### src/design/ofifo_pkg.sv
`default_nettype none
// ----------------------------------------------------------------------------
// ofifo_pkg
// Shared types and sizes of the overwrite-oldest message FIFO.
// ----------------------------------------------------------------------------
package ofifo_pkg;

    localparam int QUEUE_DEPTH = 128;
    localparam int MSG_BYTES   = 64;

    localparam int SLOT_W     = $clog2(QUEUE_DEPTH);
    localparam int LEN_W      = $clog2(MSG_BYTES + 1);
    localparam int CNT_W      = 8;
    localparam int BYTE_DEPTH = QUEUE_DEPTH * MSG_BYTES;
    localparam int BYTE_AW    = $clog2(BYTE_DEPTH);

    typedef enum logic [1:0] {
        OP_ENQUEUE = 2'd0,
        OP_DEQUEUE = 2'd1,
        OP_FLUSH   = 2'd2,
        OP_CLOSE   = 2'd3
    } opcode_t;

    typedef enum logic {
        ST_IDLE,
        ST_STREAM
    } state_t;

    typedef struct packed {
        opcode_t    opcode;
        logic [7:0] data_byte;
        logic       end_of_message;
    } cmd_beat_t;

    typedef struct packed {
        logic [7:0]       out_byte;
        logic             out_last;
        logic             was_empty;
        logic             dropped_oldest;
        logic             truncated;
        logic [CNT_W-1:0] entries;
        logic             is_full;
    } rsp_beat_t;

    typedef struct packed {
        logic               byte_we;
        logic [BYTE_AW-1:0] byte_waddr;
        logic [7:0]         byte_wdata;
        logic [BYTE_AW-1:0] byte_raddr;
        logic               len_we;
        logic [SLOT_W-1:0]  len_waddr;
        logic [LEN_W-1:0]   len_wdata;
        logic [SLOT_W-1:0]  len_raddr;
    } mem_req_t;

    typedef struct packed {
        logic             busy;
        logic [CNT_W-1:0] entry_count;
        logic [CNT_W-1:0] depth;
    } ctrl_status_t;

endpackage
`default_nettype wire

### src/design/ofifo_ctrl.sv
`default_nettype none
// ----------------------------------------------------------------------------
// ofifo_ctrl
// Queue pointers, message write tracking, dequeue streaming sequencer and
// result register.
// ----------------------------------------------------------------------------
module ofifo_ctrl import ofifo_pkg::*; (
    input  wire logic         clk,
    input  wire logic         rst_n,
    input  wire logic         cmd_valid,
    output logic              cmd_stall,
    input  wire cmd_beat_t    cmd,
    output logic              rsp_valid,
    input  wire logic         rsp_stall,
    output rsp_beat_t         rsp,
    input  wire logic         cfg_we,
    input  wire logic [7:0]   cfg_wdata,
    output mem_req_t          mem_req,
    input  wire logic [7:0]   byte_rdata,
    input  wire logic [LEN_W-1:0] len_rdata,
    output ctrl_status_t      status
);

    function automatic logic [SLOT_W-1:0] slot_after(input logic [SLOT_W-1:0] slot,
                                                     input logic [CNT_W-1:0]  depth);
        logic [CNT_W:0] nxt;
        nxt = (CNT_W+1)'(slot) + (CNT_W+1)'(1);
        return (nxt >= (CNT_W+1)'(depth)) ? '0 : SLOT_W'(nxt);
    endfunction

    function automatic logic [BYTE_AW-1:0] byte_addr(input logic [SLOT_W-1:0] slot,
                                                     input logic [LEN_W-1:0]  off);
        return BYTE_AW'(slot) * BYTE_AW'(MSG_BYTES) + BYTE_AW'(off);
    endfunction

    state_t            state_reg,     state_next;
    logic [CNT_W-1:0]  count_reg,     count_next;
    logic [SLOT_W-1:0] oldest_reg,    oldest_next;
    logic [SLOT_W-1:0] newest_reg,    newest_next;
    logic              writing_reg,   writing_next;
    logic [LEN_W-1:0]  offset_reg,    offset_next;
    logic              overflow_reg,  overflow_next;
    logic              overwrite_reg, overwrite_next;
    logic [CNT_W-1:0]  depth_reg,     depth_next;
    logic [SLOT_W-1:0] cur_slot_reg,  cur_slot_next;
    logic [LEN_W-1:0]  rd_idx_reg,    rd_idx_next;
    logic              rsp_valid_reg, rsp_valid_next;
    rsp_beat_t         rsp_reg,       rsp_next;

    logic              out_ready;
    logic              accept;
    logic [SLOT_W-1:0] enq_slot;
    logic [LEN_W-1:0]  enq_off;
    logic              enq_last;
    logic [CNT_W-1:0]  cfg_depth;

    assign out_ready = !rsp_valid_reg || !rsp_stall;
    assign cmd_stall = (state_reg != ST_IDLE) || !out_ready;
    assign accept    = cmd_valid && !cmd_stall;
    assign rsp_valid = rsp_valid_reg;
    assign rsp       = rsp_reg;

    assign status.busy        = (state_reg == ST_STREAM);
    assign status.entry_count = count_reg;
    assign status.depth       = depth_reg;

    always_comb
    begin
        if (cfg_wdata == 8'd0)
        begin
            cfg_depth = CNT_W'(1);
        end
        else if (32'(cfg_wdata) > QUEUE_DEPTH)
        begin
            cfg_depth = CNT_W'(QUEUE_DEPTH);
        end
        else
        begin
            cfg_depth = cfg_wdata;
        end
    end

    always_comb
    begin
        state_next     = state_reg;
        count_next     = count_reg;
        oldest_next    = oldest_reg;
        newest_next    = newest_reg;
        writing_next   = writing_reg;
        offset_next    = offset_reg;
        overflow_next  = overflow_reg;
        overwrite_next = overwrite_reg;
        depth_next     = depth_reg;
        cur_slot_next  = cur_slot_reg;
        rd_idx_next    = rd_idx_reg;
        rsp_valid_next = rsp_valid_reg && rsp_stall;
        rsp_next       = rsp_reg;
        enq_slot       = newest_reg;
        enq_off        = offset_reg;
        enq_last       = 1'b0;

        mem_req.byte_we    = 1'b0;
        mem_req.byte_waddr = byte_addr(newest_reg, offset_reg);
        mem_req.byte_wdata = cmd.data_byte;
        mem_req.byte_raddr = byte_addr(oldest_reg, '0);
        mem_req.len_we     = 1'b0;
        mem_req.len_waddr  = newest_reg;
        mem_req.len_wdata  = offset_reg;
        mem_req.len_raddr  = oldest_reg;

        unique case (state_reg)
            ST_IDLE:
            begin
                if (accept)
                begin
                    case (cmd.opcode)
                        OP_ENQUEUE:
                        begin
                            if (!writing_reg)
                            begin
                                enq_slot = (count_reg == '0) ? '0
                                                             : slot_after(newest_reg, depth_reg);
                                enq_off  = '0;
                                if (count_reg == '0)
                                begin
                                    oldest_next = '0;
                                end
                                if (count_reg >= depth_reg)
                                begin
                                    overwrite_next = 1'b1;
                                    oldest_next    = slot_after(enq_slot, depth_reg);
                                end
                                else
                                begin
                                    count_next = count_reg + CNT_W'(1);
                                end
                            end
                            newest_next = enq_slot;
                            offset_next = enq_off;
                            if (32'(enq_off) < MSG_BYTES)
                            begin
                                offset_next        = enq_off + LEN_W'(1);
                                mem_req.byte_we    = 1'b1;
                                mem_req.byte_waddr = byte_addr(enq_slot, enq_off);
                                mem_req.len_we     = 1'b1;
                                mem_req.len_waddr  = enq_slot;
                                mem_req.len_wdata  = enq_off + LEN_W'(1);
                            end
                            else
                            begin
                                overflow_next = 1'b1;
                            end
                            rsp_valid_next          = 1'b1;
                            rsp_next.out_byte       = 8'd0;
                            rsp_next.out_last       = 1'b1;
                            rsp_next.was_empty      = 1'b0;
                            rsp_next.dropped_oldest = overwrite_next;
                            rsp_next.truncated      = overflow_next;
                            rsp_next.entries        = count_next;
                            rsp_next.is_full        = (count_next >= depth_reg);
                            writing_next            = 1'b1;
                            if (cmd.end_of_message)
                            begin
                                writing_next   = 1'b0;
                                offset_next    = '0;
                                overflow_next  = 1'b0;
                                overwrite_next = 1'b0;
                            end
                        end
                        OP_DEQUEUE:
                        begin
                            writing_next   = 1'b0;
                            offset_next    = '0;
                            overflow_next  = 1'b0;
                            overwrite_next = 1'b0;
                            if (count_reg == '0)
                            begin
                                rsp_valid_next          = 1'b1;
                                rsp_next.out_byte       = 8'd0;
                                rsp_next.out_last       = 1'b1;
                                rsp_next.was_empty      = 1'b1;
                                rsp_next.dropped_oldest = 1'b0;
                                rsp_next.truncated      = 1'b0;
                                rsp_next.entries        = count_reg;
                                rsp_next.is_full        = (count_reg >= depth_reg);
                            end
                            else
                            begin
                                oldest_next   = slot_after(oldest_reg, depth_reg);
                                count_next    = count_reg - CNT_W'(1);
                                cur_slot_next = oldest_reg;
                                rd_idx_next   = '0;
                                state_next    = ST_STREAM;
                            end
                        end
                        OP_FLUSH:
                        begin
                            count_next              = '0;
                            oldest_next             = '0;
                            newest_next             = '0;
                            writing_next            = 1'b0;
                            offset_next             = '0;
                            overflow_next           = 1'b0;
                            overwrite_next          = 1'b0;
                            rsp_valid_next          = 1'b1;
                            rsp_next.out_byte       = 8'd0;
                            rsp_next.out_last       = 1'b1;
                            rsp_next.was_empty      = 1'b0;
                            rsp_next.dropped_oldest = 1'b0;
                            rsp_next.truncated      = 1'b0;
                            rsp_next.entries        = '0;
                            rsp_next.is_full        = ('0 >= depth_reg);
                        end
                        OP_CLOSE:
                        begin
                            writing_next   = 1'b0;
                            offset_next    = '0;
                            overflow_next  = 1'b0;
                            overwrite_next = 1'b0;
                        end
                        default:
                        begin
                            writing_next = writing_reg;
                        end
                    endcase
                end
            end
            ST_STREAM:
            begin
                // len_rdata and byte_rdata hold the current slot's length and byte
                mem_req.len_raddr  = cur_slot_reg;
                mem_req.byte_raddr = byte_addr(cur_slot_reg, rd_idx_reg);
                enq_last = (len_rdata == '0) || (rd_idx_reg + LEN_W'(1) >= len_rdata);
                if (out_ready)
                begin
                    rsp_valid_next          = 1'b1;
                    rsp_next.out_byte       = (len_rdata == '0) ? 8'd0 : byte_rdata;
                    rsp_next.out_last       = enq_last;
                    rsp_next.was_empty      = 1'b0;
                    rsp_next.dropped_oldest = 1'b0;
                    rsp_next.truncated      = 1'b0;
                    rsp_next.entries        = count_reg;
                    rsp_next.is_full        = (count_reg >= depth_reg);
                    rd_idx_next             = rd_idx_reg + LEN_W'(1);
                    mem_req.byte_raddr      = byte_addr(cur_slot_reg, rd_idx_reg + LEN_W'(1));
                    if (enq_last)
                    begin
                        state_next = ST_IDLE;
                    end
                end
            end
            default:
            begin
                state_next = ST_IDLE;
            end
        endcase

        if (cfg_we)
        begin
            depth_next     = cfg_depth;
            count_next     = '0;
            oldest_next    = '0;
            newest_next    = '0;
            writing_next   = 1'b0;
            offset_next    = '0;
            overflow_next  = 1'b0;
            overwrite_next = 1'b0;
        end
    end

    always_ff @(posedge clk or negedge rst_n)
    begin
        if (!rst_n)
        begin
            state_reg     <= ST_IDLE;
            count_reg     <= '0;
            oldest_reg    <= '0;
            newest_reg    <= '0;
            writing_reg   <= 1'b0;
            offset_reg    <= '0;
            overflow_reg  <= 1'b0;
            overwrite_reg <= 1'b0;
            depth_reg     <= CNT_W'(QUEUE_DEPTH);
            rsp_valid_reg <= 1'b0;
        end
        else
        begin
            state_reg     <= state_next;
            count_reg     <= count_next;
            oldest_reg    <= oldest_next;
            newest_reg    <= newest_next;
            writing_reg   <= writing_next;
            offset_reg    <= offset_next;
            overflow_reg  <= overflow_next;
            overwrite_reg <= overwrite_next;
            depth_reg     <= depth_next;
            rsp_valid_reg <= rsp_valid_next;
        end
    end

    always_ff @(posedge clk)
    begin
        cur_slot_reg <= cur_slot_next;
        rd_idx_reg   <= rd_idx_next;
        rsp_reg      <= rsp_next;
    end

endmodule
`default_nettype wire

### config.mk
export PLATFORM = sky130hd
export DESIGN_NAME = ofifo_ctrl
export DESIGN_NICKNAME = d
export VERILOG_FILES = /design/src/design/ofifo_pkg.sv /design/src/design/ofifo_ctrl.sv
export SDC_FILE = /design/constraint.sdc
export NUM_CORES = 1
export LEC_CHECK = 0
export CAP_MARGIN = 20
export CORE_ASPECT_RATIO = 1.75
export CORE_MARGIN = 2
export CORE_UTILIZATION = 65
export CTS_CLUSTER_DIAMETER = 100
export DETAILED_ROUTE_END_ITERATION = 12
export DONT_BUFFER_PORTS = 1
export PLACE_DENSITY_LB_ADDON = 0.1
export SYNTH_ARGS = -nofsm -noshare
export SYNTH_HDL_FRONTEND = slang
export SYNTH_SLANG_ARGS = --single-unit
### constraint.sdc
create_clock -name clk -period 9.4 [get_ports clk]
set_clock_uncertainty 0.2 [all_clocks]
set_input_delay 0.94 -clock clk [delete_from_list [all_inputs] [get_ports clk]]
set_output_delay 0.94 -clock clk [all_outputs]
set_load 0.005 [all_outputs]
==> qor.yml, run 1 <==
sta:
  slew_viol_final: 0
  setup_violations: 0
  min_period_ns: 5.84
  hold_viol: 0
  holdWs_ns: 0.0900
  max_slew.worst_pin.slew_ns: 1.04
  fmax_ghz: 0.171
  fin_crit_sh: 0.621
  fin_tns_setup_ns: 0
  slew_headroom: 0.299
  rsz0062_at_grt: "false"
finish:
  drive_gt1_frac: 0.0531
  antenna_cells: 0
  layout.nets: 833
  final_area_sq_um: 6730
  syn_to_final_growth_pct: 3.90
  largest_reg_flops: 21
critical_path:
  end_kind: "flop"
  max_stage_delay_ns: 0.67
  worstPathArrival_ns: 5.86
  path_delay_family: "simple AND/OR/NAND/NOR gates"
  path_cells: "nand3_1 > or3_1 > nand2_1 > ha_1 > a211oi_1 > nor2_1 > nor3_1 > nand2_1 > nor2_1 > ha_1 > nand2_1 > a2111oi_0 > xnor2_1 > nor2_1 > ha_1 > nand2_1 > nor3_1 > o31ai_1 > nand4bb_1 > nor3_1 > a31o_2 > a22o_1"
  crit_fanout: 15
  crit_type: "flop to flop"
  cp_slowest_cell: "dfrtp_1"
  cp_num_buf_inv: 0
  rr_startpoint: "newest_reg[2]"
  worstPathRequired_ns: 9.42
  cp-startpoint: "newest_reg[2]"
  worst_path_most_repeated_cell: "nand2_1"
  crit_path_start_kind: "flop"
clocking:
  cts_num_sinks: 77
  clkLatencyLatePin_ns: 0.34
  cts_hold_buf: 0
  cts_buffer_depth: 2
  path_clk_slew_ns: 0.07
  cts.root.buffer_cell: "clkbuf_16"
  cts_setup_buffers: 0
  numCtsBuffers: 9
  h-tree-depth: 3
  cts_tree: "built"
  cts-resized-gates: 0
power:
  switching_share: 0.422
  p_int_mw: 0.877
  switching_power_mw: 0.640
  combPwrFrac: 0.430
  p_total_mw: 1.52
  powerDensity_nw_per_um2: 226
  p_leak_nw: 2.96
  seqPwrFrac: 0.340
  p_clk_frac: 0.230
  ir_worst_vdd_v: 0.000172
route:
  post-route-drc-count: 0
  vias: 5720
  finalWirelength_mm: 17.7
  avgRoutedWirePerCell_microns: 20.7
  dr.pass1.iters: 6
  ant_nets: 0
  routed_via_density: 6.66
  drtIter0Drc: 480
yosys:
  synth_nets: 869
  synthCells: 765
  synthesis.area_sq_um: 6470
  synth_edf_count: 35
  synth.distinct_cells: 73
  synthFlopType: "dfrtp_1"
  syn_avg_cell_area_sq_um: 8.46
  ys_seq_elements: 77
  postSynth.asyncResetShare: 0.545
  ys_warn_count: 0
  yosysSeqAreaShare: 0.325
floorplan:
  chipWidth_microns: 79.4
  fp.dieH_microns: 136
  dieArea_sq_um: 10800
  num_rows: 48
  core_sq_um: 9790
  num_io_pins: 136
  initial_core_util: 0.661
global_routing:
  overflow: 0
  grt_first_pass_wirelength_mm: 27.8
  antenna_found_initial: 0
  gr-usage-all-layers: 0.329
  grt_max_degree: 43
  grt_pass1_vias: 5543
min_path:
  hp-class: "primary input to asynchronous set/reset pin"
placement:
  gp_congestion: 0.959
  dpl_cell_area_sq_um: 6410
  dp_hpwl_mm: 13.2
  port_buffers: 0
run:
  cap_viol_max_count: 0
outcome:
  status: "finished, final reports clean"
-- Yosys cell counts (5+ instances only) --
library cell  instances  area share
a21oi_1              36       0.028
nor2_1               57       0.033
nand4_1               6      0.0058
nor3_1               22       0.017
nor2b_1              13       0.013
buf_2                 5      0.0039
o22ai_1              12       0.012
nand3_1              25       0.019
o21ai_1              11      0.0085
and3_1               14       0.014
and2_1               20       0.019
o21ai_0              44       0.034
nand2_1             101       0.059
clkbuf_1             33       0.019
a211oi_1              9       0.010
buf_4                10       0.012
o31ai_1               8      0.0093
a31oi_1               8      0.0077
nand2b_1              7      0.0068
dfrtp_1              41        0.16
or3_1                 8      0.0077
nor4_1                5      0.0048
ha_1                 65        0.13
xnor2_1              22       0.030
inv_1                34       0.020
nand3b_1              5      0.0058
xor2_1               17       0.023
edfxtp_1             35        0.16
a21o_1               14       0.016
a22o_1               10       0.014
-- path summary, 6_finish.rpt --
kind	end	slack, ns	depth (start not counted)
worst max-delay path	oldest_reg[4]	3.56	22
worst min-delay path	count_reg[3]	0.09	0
worst max register to register	oldest_reg[4]	3.56	22
worst min register to register	overflow_reg	0.30	1
max in group asynchronous	depth_reg[7]	8.71	0
min in group clk	overflow_reg	0.30	1
-- area by class of cell --
| class | instances | area, sq um |
|---|---|---|
| Fill cell | 787 | 3060 |
| Clock buffer | 9 | 225 |
| Timing Repair Buffer | 4 | 37.5 |
| Multi-Input combinational cell | 603 | 4000 |
| Tap cell | 125 | 156 |
| Clock inverter | 7 | 73.8 |
| Inverter | 34 | 128 |
| Sequential cell | 77 | 2100 |
-- per-stage QoR --
step                std cells  utilization  worst slack [ns]
CTS                       858        0.686              3.65
floorplan                 765            -              4.56
global placement          842        0.655              3.75
global route              859        0.687              3.00
detailed placement        842        0.655              3.66
finish                    859        0.687              3.56
-- power groups by stage --
| stage | Combinational [mW] | Sequential, mW | Clock, mW |
|---|---|---|---|
| final | 0.653 | 0.516 | 0.348 |
| after global routing | 0.722 | 0.524 | 0.362 |
| after CTS | 0.640 | 0.515 | 0.351 |
| after detailed placement | 0.633 | 0.522 | 0 |
| after global placement | 0.610 | 0.519 | 0 |
| after floorplan | 0.523 | 0.479 | 0 |
-- worst reg2reg max path: stages, from the launching register on --
cell and delay, ns:
dfrtp_1 0.67, nand3_1 0.24, or3_1 0.38, nand2_1 0.20
ha_1 0.28, a211oi_1 0.24, nor2_1 0.08, nor3_1 0.28
nand2_1 0.41, nor2_1 0.33, ha_1 0.27, nand2_1 0.09
a2111oi_0 0.45, xnor2_1 0.18, nor2_1 0.08, ha_1 0.30
nand2_1 0.06, nor3_1 0.19, o31ai_1 0.12, nand4bb_1 0.20
nor3_1 0.07, a31o_2 0.23, a22o_1 0.17
-- cell families after synthesis --
| kind of cell | count (synthesis) | share of synthesized area |
|---|---|---|
| muxes | 7 | 0.0118 |
| DFF | 77 | 0.325 |
| buffers and inverters | 85 | 0.0572 |
| and+or+nand+nor | 301 | 0.232 |
| AOI/OAI and AO/OA | 191 | 0.196 |
| xor gates and xnor gates | 39 | 0.0528 |
| adders and majority gates | 65 | 0.126 |
-- cells in the final DEF (no fill, tap or decap), types with 4 or more instances in the layout --
master,count
nor2_1,56
o31ai_1,8
nand3_1,25
a21o_1,14
and3_1,14
a31oi_1,8
edfxtp_1,35
xor2_1,17
a21oi_1,36
nor4_1,5
mux2_2,4
nand2b_1,7
o21ai_0,44
a22o_1,10
o22ai_1,12
a211oi_1,9
ha_1,65
xnor2_1,22
nor2b_1,13
dfrtp_1,41
o21ai_1,11
or3_1,8
and2_1,20
clkbuf_16,9
a32o_1,4
nand3b_1,5
nand2_1,101
nor3_1,22
inv_1,34
nand4_1,6
-- metal layers --
| layer | global-route usage | share of wire | up-vias |
|---|---|---|---|
| li1 | - | - | 2692 |
| met1 | 0.372 | 0.38 | 2717 |
| met2 | 0.599 | 0.53 | 274 |
| met3 | 0.0611 | 0.064 | 37 |
| met4 | 0.131 | 0.024 | 0 |
| met5 | 0 | 0 | - |
No activity file was read; power rests on OpenSTA's default activity.
==> run 2, diff against run 1 <==
--- a/config.mk
+++ b/config.mk
@@ -5,10 +5,11 @@
 export SDC_FILE = /design/constraint.sdc
 export NUM_CORES = 1
 export LEC_CHECK = 0
+export ABC_AREA = 1
 export CAP_MARGIN = 20
 export CORE_ASPECT_RATIO = 1.75
 export CORE_MARGIN = 2
-export CORE_UTILIZATION = 65
+export CORE_UTILIZATION = 59
 export CTS_CLUSTER_DIAMETER = 100
 export DETAILED_ROUTE_END_ITERATION = 12
 export DONT_BUFFER_PORTS = 1
==> constraint.sdc (replaced) <==
create_clock -name clk -period 5.1 [get_ports clk]
set_clock_uncertainty 0.2 [all_clocks]
set_input_delay 0.51 -clock clk [delete_from_list [all_inputs] [get_ports clk]]
set_output_delay 0.51 -clock clk [all_outputs]
set_load 0.005 [all_outputs]
==> run 2 against run 1 <==
Cell area rose by 2.9%. Sequential share of layout area fell by 0.87 points. Global-route usage fell by 2.5 points. Count of clock-buffer cells in the layout did not move. Critical path type unchanged.
==> qor.yml, run 2 <==
outcome:
  status: "finished, final reports clean"
yosys:
  syn_avg_cell_area_sq_um: 7.24  # -14%
  ys_seq_elements: 77  # unchanged
  ys_warn_count: 0  # unchanged
  synthFlopType: "dfrtp_1"
  synthesis.area_sq_um: 6500  # +0.44%
  yosys-top-cells-area: "edfxtp_1, dfrtp_1, ha_1"
  synth_most_common_cell: "nand2_1"
  synthCells: 898  # +17%
  synth_top_area_share: 0.162  # -0.000719
  muxShareOfSynthArea: 0  # -0.0118
  synth_top_family_by_area: "simple AND/OR/NAND/NOR gates"
  synth.distinct_cells: 45  # -38%
  yosysSeqAreaShare: 0.323  # -0.00144
  postSynth.asyncResetShare: 0.545  # unchanged
  synth_compound_gate_area_share: 0.156  # -0.0397
  yosys.area_share.adder: 0.125  # -0.000556
  synth_nets: 1002  # +15%
  synthTopCellsByCount: "nand2_1, inv_1, o21ai_0"
  synth-simple-area-share: 0.257  # +0.0248
  synth-xor-area-share: 0.0323  # -0.0204
  synth_top_area_cell: "edfxtp_1"
  synth_edf_count: 35  # unchanged
floorplan:
  chipWidth_microns: 83.4  # +4.9%
  initial_core_util: 0.608  # -0.0535
  num_io_pins: 136  # unchanged
  fp.dieH_microns: 143  # +5.0%
  dieArea_sq_um: 11900  # +10%
  num_rows: 50  # +4.2%
  core_sq_um: 10700  # +9.3%
sta:
  max_slew.worst_pin.slew_ns: 1.11  # +0.0635 ns
  fin_crit_sh: 0.887  # +0.266
  slew_viol_final: 0  # unchanged
  rsz0062_at_grt: "false"
  slew_headroom: 0.263  # -0.0364
  fin_tns_setup_ns: 0  # unchanged
  fmax_ghz: 0.221  # +29%
  hold_viol: 0  # unchanged
  setup_violations: 0  # unchanged
  min_period_ns: 4.52  # -1.32 ns
clocking:
  cts_tree: "built"
  h-tree-depth: 3  # unchanged
  numCtsBuffers: 9  # unchanged
  cts.root.buffer_cell: "clkbuf_16"
  cts_buffer_depth: 2  # unchanged
  cts_num_sinks: 77  # unchanged
  path_clk_slew_ns: 0.07  # about the same
  cts_setup_buffers: 0  # unchanged
  clkLatencyLatePin_ns: 0.34  # about the same
global_routing:
  overflow: 0  # unchanged
  antenna_found_initial: 0  # unchanged
  grt_max_degree: 43  # unchanged
  grt_first_pass_wirelength_mm: 28.8  # +3.8%
  grt_pass1_vias: 6020  # +8.6%
  gr-usage-all-layers: 0.304  # -0.0248
route:
  ant_nets: 0  # unchanged
  finalWirelength_mm: 17.9  # +1.0%
  routed.top_layer: "met4"
  met1_length_mm: 6.47  # -5.1%
  drtIter0Drc: 411  # -14%
  post-route-drc-count: 0  # unchanged
  routed_via_density: 5.93  # -11%
  dr_wl_met2_mm: 9.51  # +1.7%
  avgRoutedWirePerCell_microns: 17.5  # -15%
  wl_met3_mm: 1.00  # -12%
  dr.pass1.iters: 7  # +1
  vias: 6075  # +6.2%
power:
  powerDensity_nw_per_um2: 385  # +71%
  p_total_mw: 2.67  # +76%
  p_leak_nw: 3.35  # +13%
  ir_worst_vdd_v: 0.000266  # +55%
placement:
  dpl_cell_area_sq_um: 6600  # +2.8%
  port_buffers: 0  # unchanged
  dp_hpwl_mm: 14.4  # +9.0%
  gp_congestion: 0.940  # -2.0%
critical_path:
  crit_fanout: 7  # -8
  crit_type: "flop to flop"
  crit_path_start_kind: "flop"
  worstPathArrival_ns: 4.60  # -1.26 ns
  worstPathRequired_ns: 5.18  # -4.24 ns
  end_kind: "flop"
finish:
  layout.nets: 994  # +19%
  drive_gt1_frac: 0.0760  # +0.0228
  syn_to_final_growth_pct: 6.41
  antenna_cells: 0  # unchanged
  largest_reg_flops: 21  # unchanged
  final_cell_mix: "nand2_1, inv_1, o21ai_0"
  final_area_sq_um: 6920  # +2.9%
  n_fill_cell: 963  # +22%
  final_common_cell: "nand2_1"
run:
  cap_viol_max_count: 0  # unchanged
min_path:
  hp-class: "primary input to flop"
run 2: changes by cell type after synthesis, moves of 14 or more:
cell,before,now
a21o_1,14,0
a21oi_1,36,51
and2_1,20,1
clkbuf_1,33,15
inv_1,34,129
nand2_1,101,199
nand3_1,25,45
nand4_1,6,21
nor2_1,57,71
o21ai_0,44,90
xnor2_1,22,0
run 2: worst paths after layout:
| path | startpoint | end | slack, ns | cells after the start |
|---|---|---|---|---|
| max in group asynchronous | rst_n | depth_reg[7] | 3.96 | 2 |
| worst min-delay path | cfg_we | depth_reg[1] | 0.06 | 1 |
| worst max register to register | newest_reg[1] | oldest_reg[4] | 0.58 | 26 |
| worst min register to register | oldest_reg[3] | cur_slot_reg[3] | 0.34 | 0 |
| worst max-delay path | newest_reg[1] | oldest_reg[4] | 0.58 | 26 |
| min in group asynchronous | rst_n | offset_reg[1] | 0.46 | 2 |
run 2: through the flow:
stage | util | setup WS (ns) | std cells | hold WS (ns)
final | 0.647 | 0.578 | 1025 | 0.0595
after global routing | 0.647 | 0.103 | 1025 | 0.0568
after CTS | 0.647 | 0.464 | 1025 | 0.0532
after detailed placement | 0.616 | 0.487 | 1007 | 0.0155
after global placement | 0.616 | 0.656 | 1007 | 0.0155
after floorplan | - | 1.03 | 898 | 0.0144
run 2: worst max-delay path, stage by stage, from the launching register on:
cell      delay (ns)
dfrtp_1         0.45
ha_1            0.28
nand2_1         0.10
xor2_1          0.32
inv_1           0.11
ha_1            0.32
a21oi_1         0.14
o21ai_0         0.13
nor2_4          0.20
nand2_4         0.13
nor2_2          0.22
ha_1            0.24
nand2_1         0.11
nor2_1          0.10
nand2_1         0.08
nand2_1         0.07
inv_1           0.04
ha_1            0.16
a21oi_1         0.12
nor2_1          0.05
a211oi_1        0.19
nand4_1         0.24
inv_1           0.16
nand3_1         0.09
nand2_1         0.06
nand3_1         0.08
nand2_1         0.06
run 2: report_power, final:
part | switching [mW] | leakage [nW] | internal [mW] | total [mW]
Combinational | 0.786 | 2.31 | 0.346 | 1.13
Sequential | 0.117 | 0.898 | 0.812 | 0.929
Clock | 0.269 | 0.138 | 0.336 | 0.605
run 2: what timing repair did:
action / in CTS / in global routing
hold buffers: 2 / 0
hold endpoints to repair: 42 / 0
gates resized for setup: 0 / 1
setup endpoints to repair: 0 / 2
run 2: logic make-up after synthesis:
family / Yosys count
and+or+nand+nor: 376
AOI/OAI and AO/OA: 184
buffers and inverters: 172
DFF: 77
adders and majority gates: 65
xor gates and xnor gates: 24
run 2: cell type report:
| cell class | instances | area [sq um] | share of cell area |
|---|---|---|---|
| tap | 130 | 163 | 0.0235 |
| timing repair buffer | 12 | 113 | 0.0163 |
| clock buffer | 9 | 225 | 0.0325 |
| multi-input combinational | 649 | 3730 | 0.539 |
| inverter | 141 | 529 | 0.0765 |
| sequential | 77 | 2100 | 0.304 |
| clock inverter | 7 | 58.8 | 0.00850 |
run 2: metal layers:
metal | track usage | vias to the layer above
li1 | - | 2968
met1 | 0.300 | 2796
met2 | 0.575 | 255
met3 | 0.0595 | 56
met4 | 0.192 | 0
met5 | 0 | -
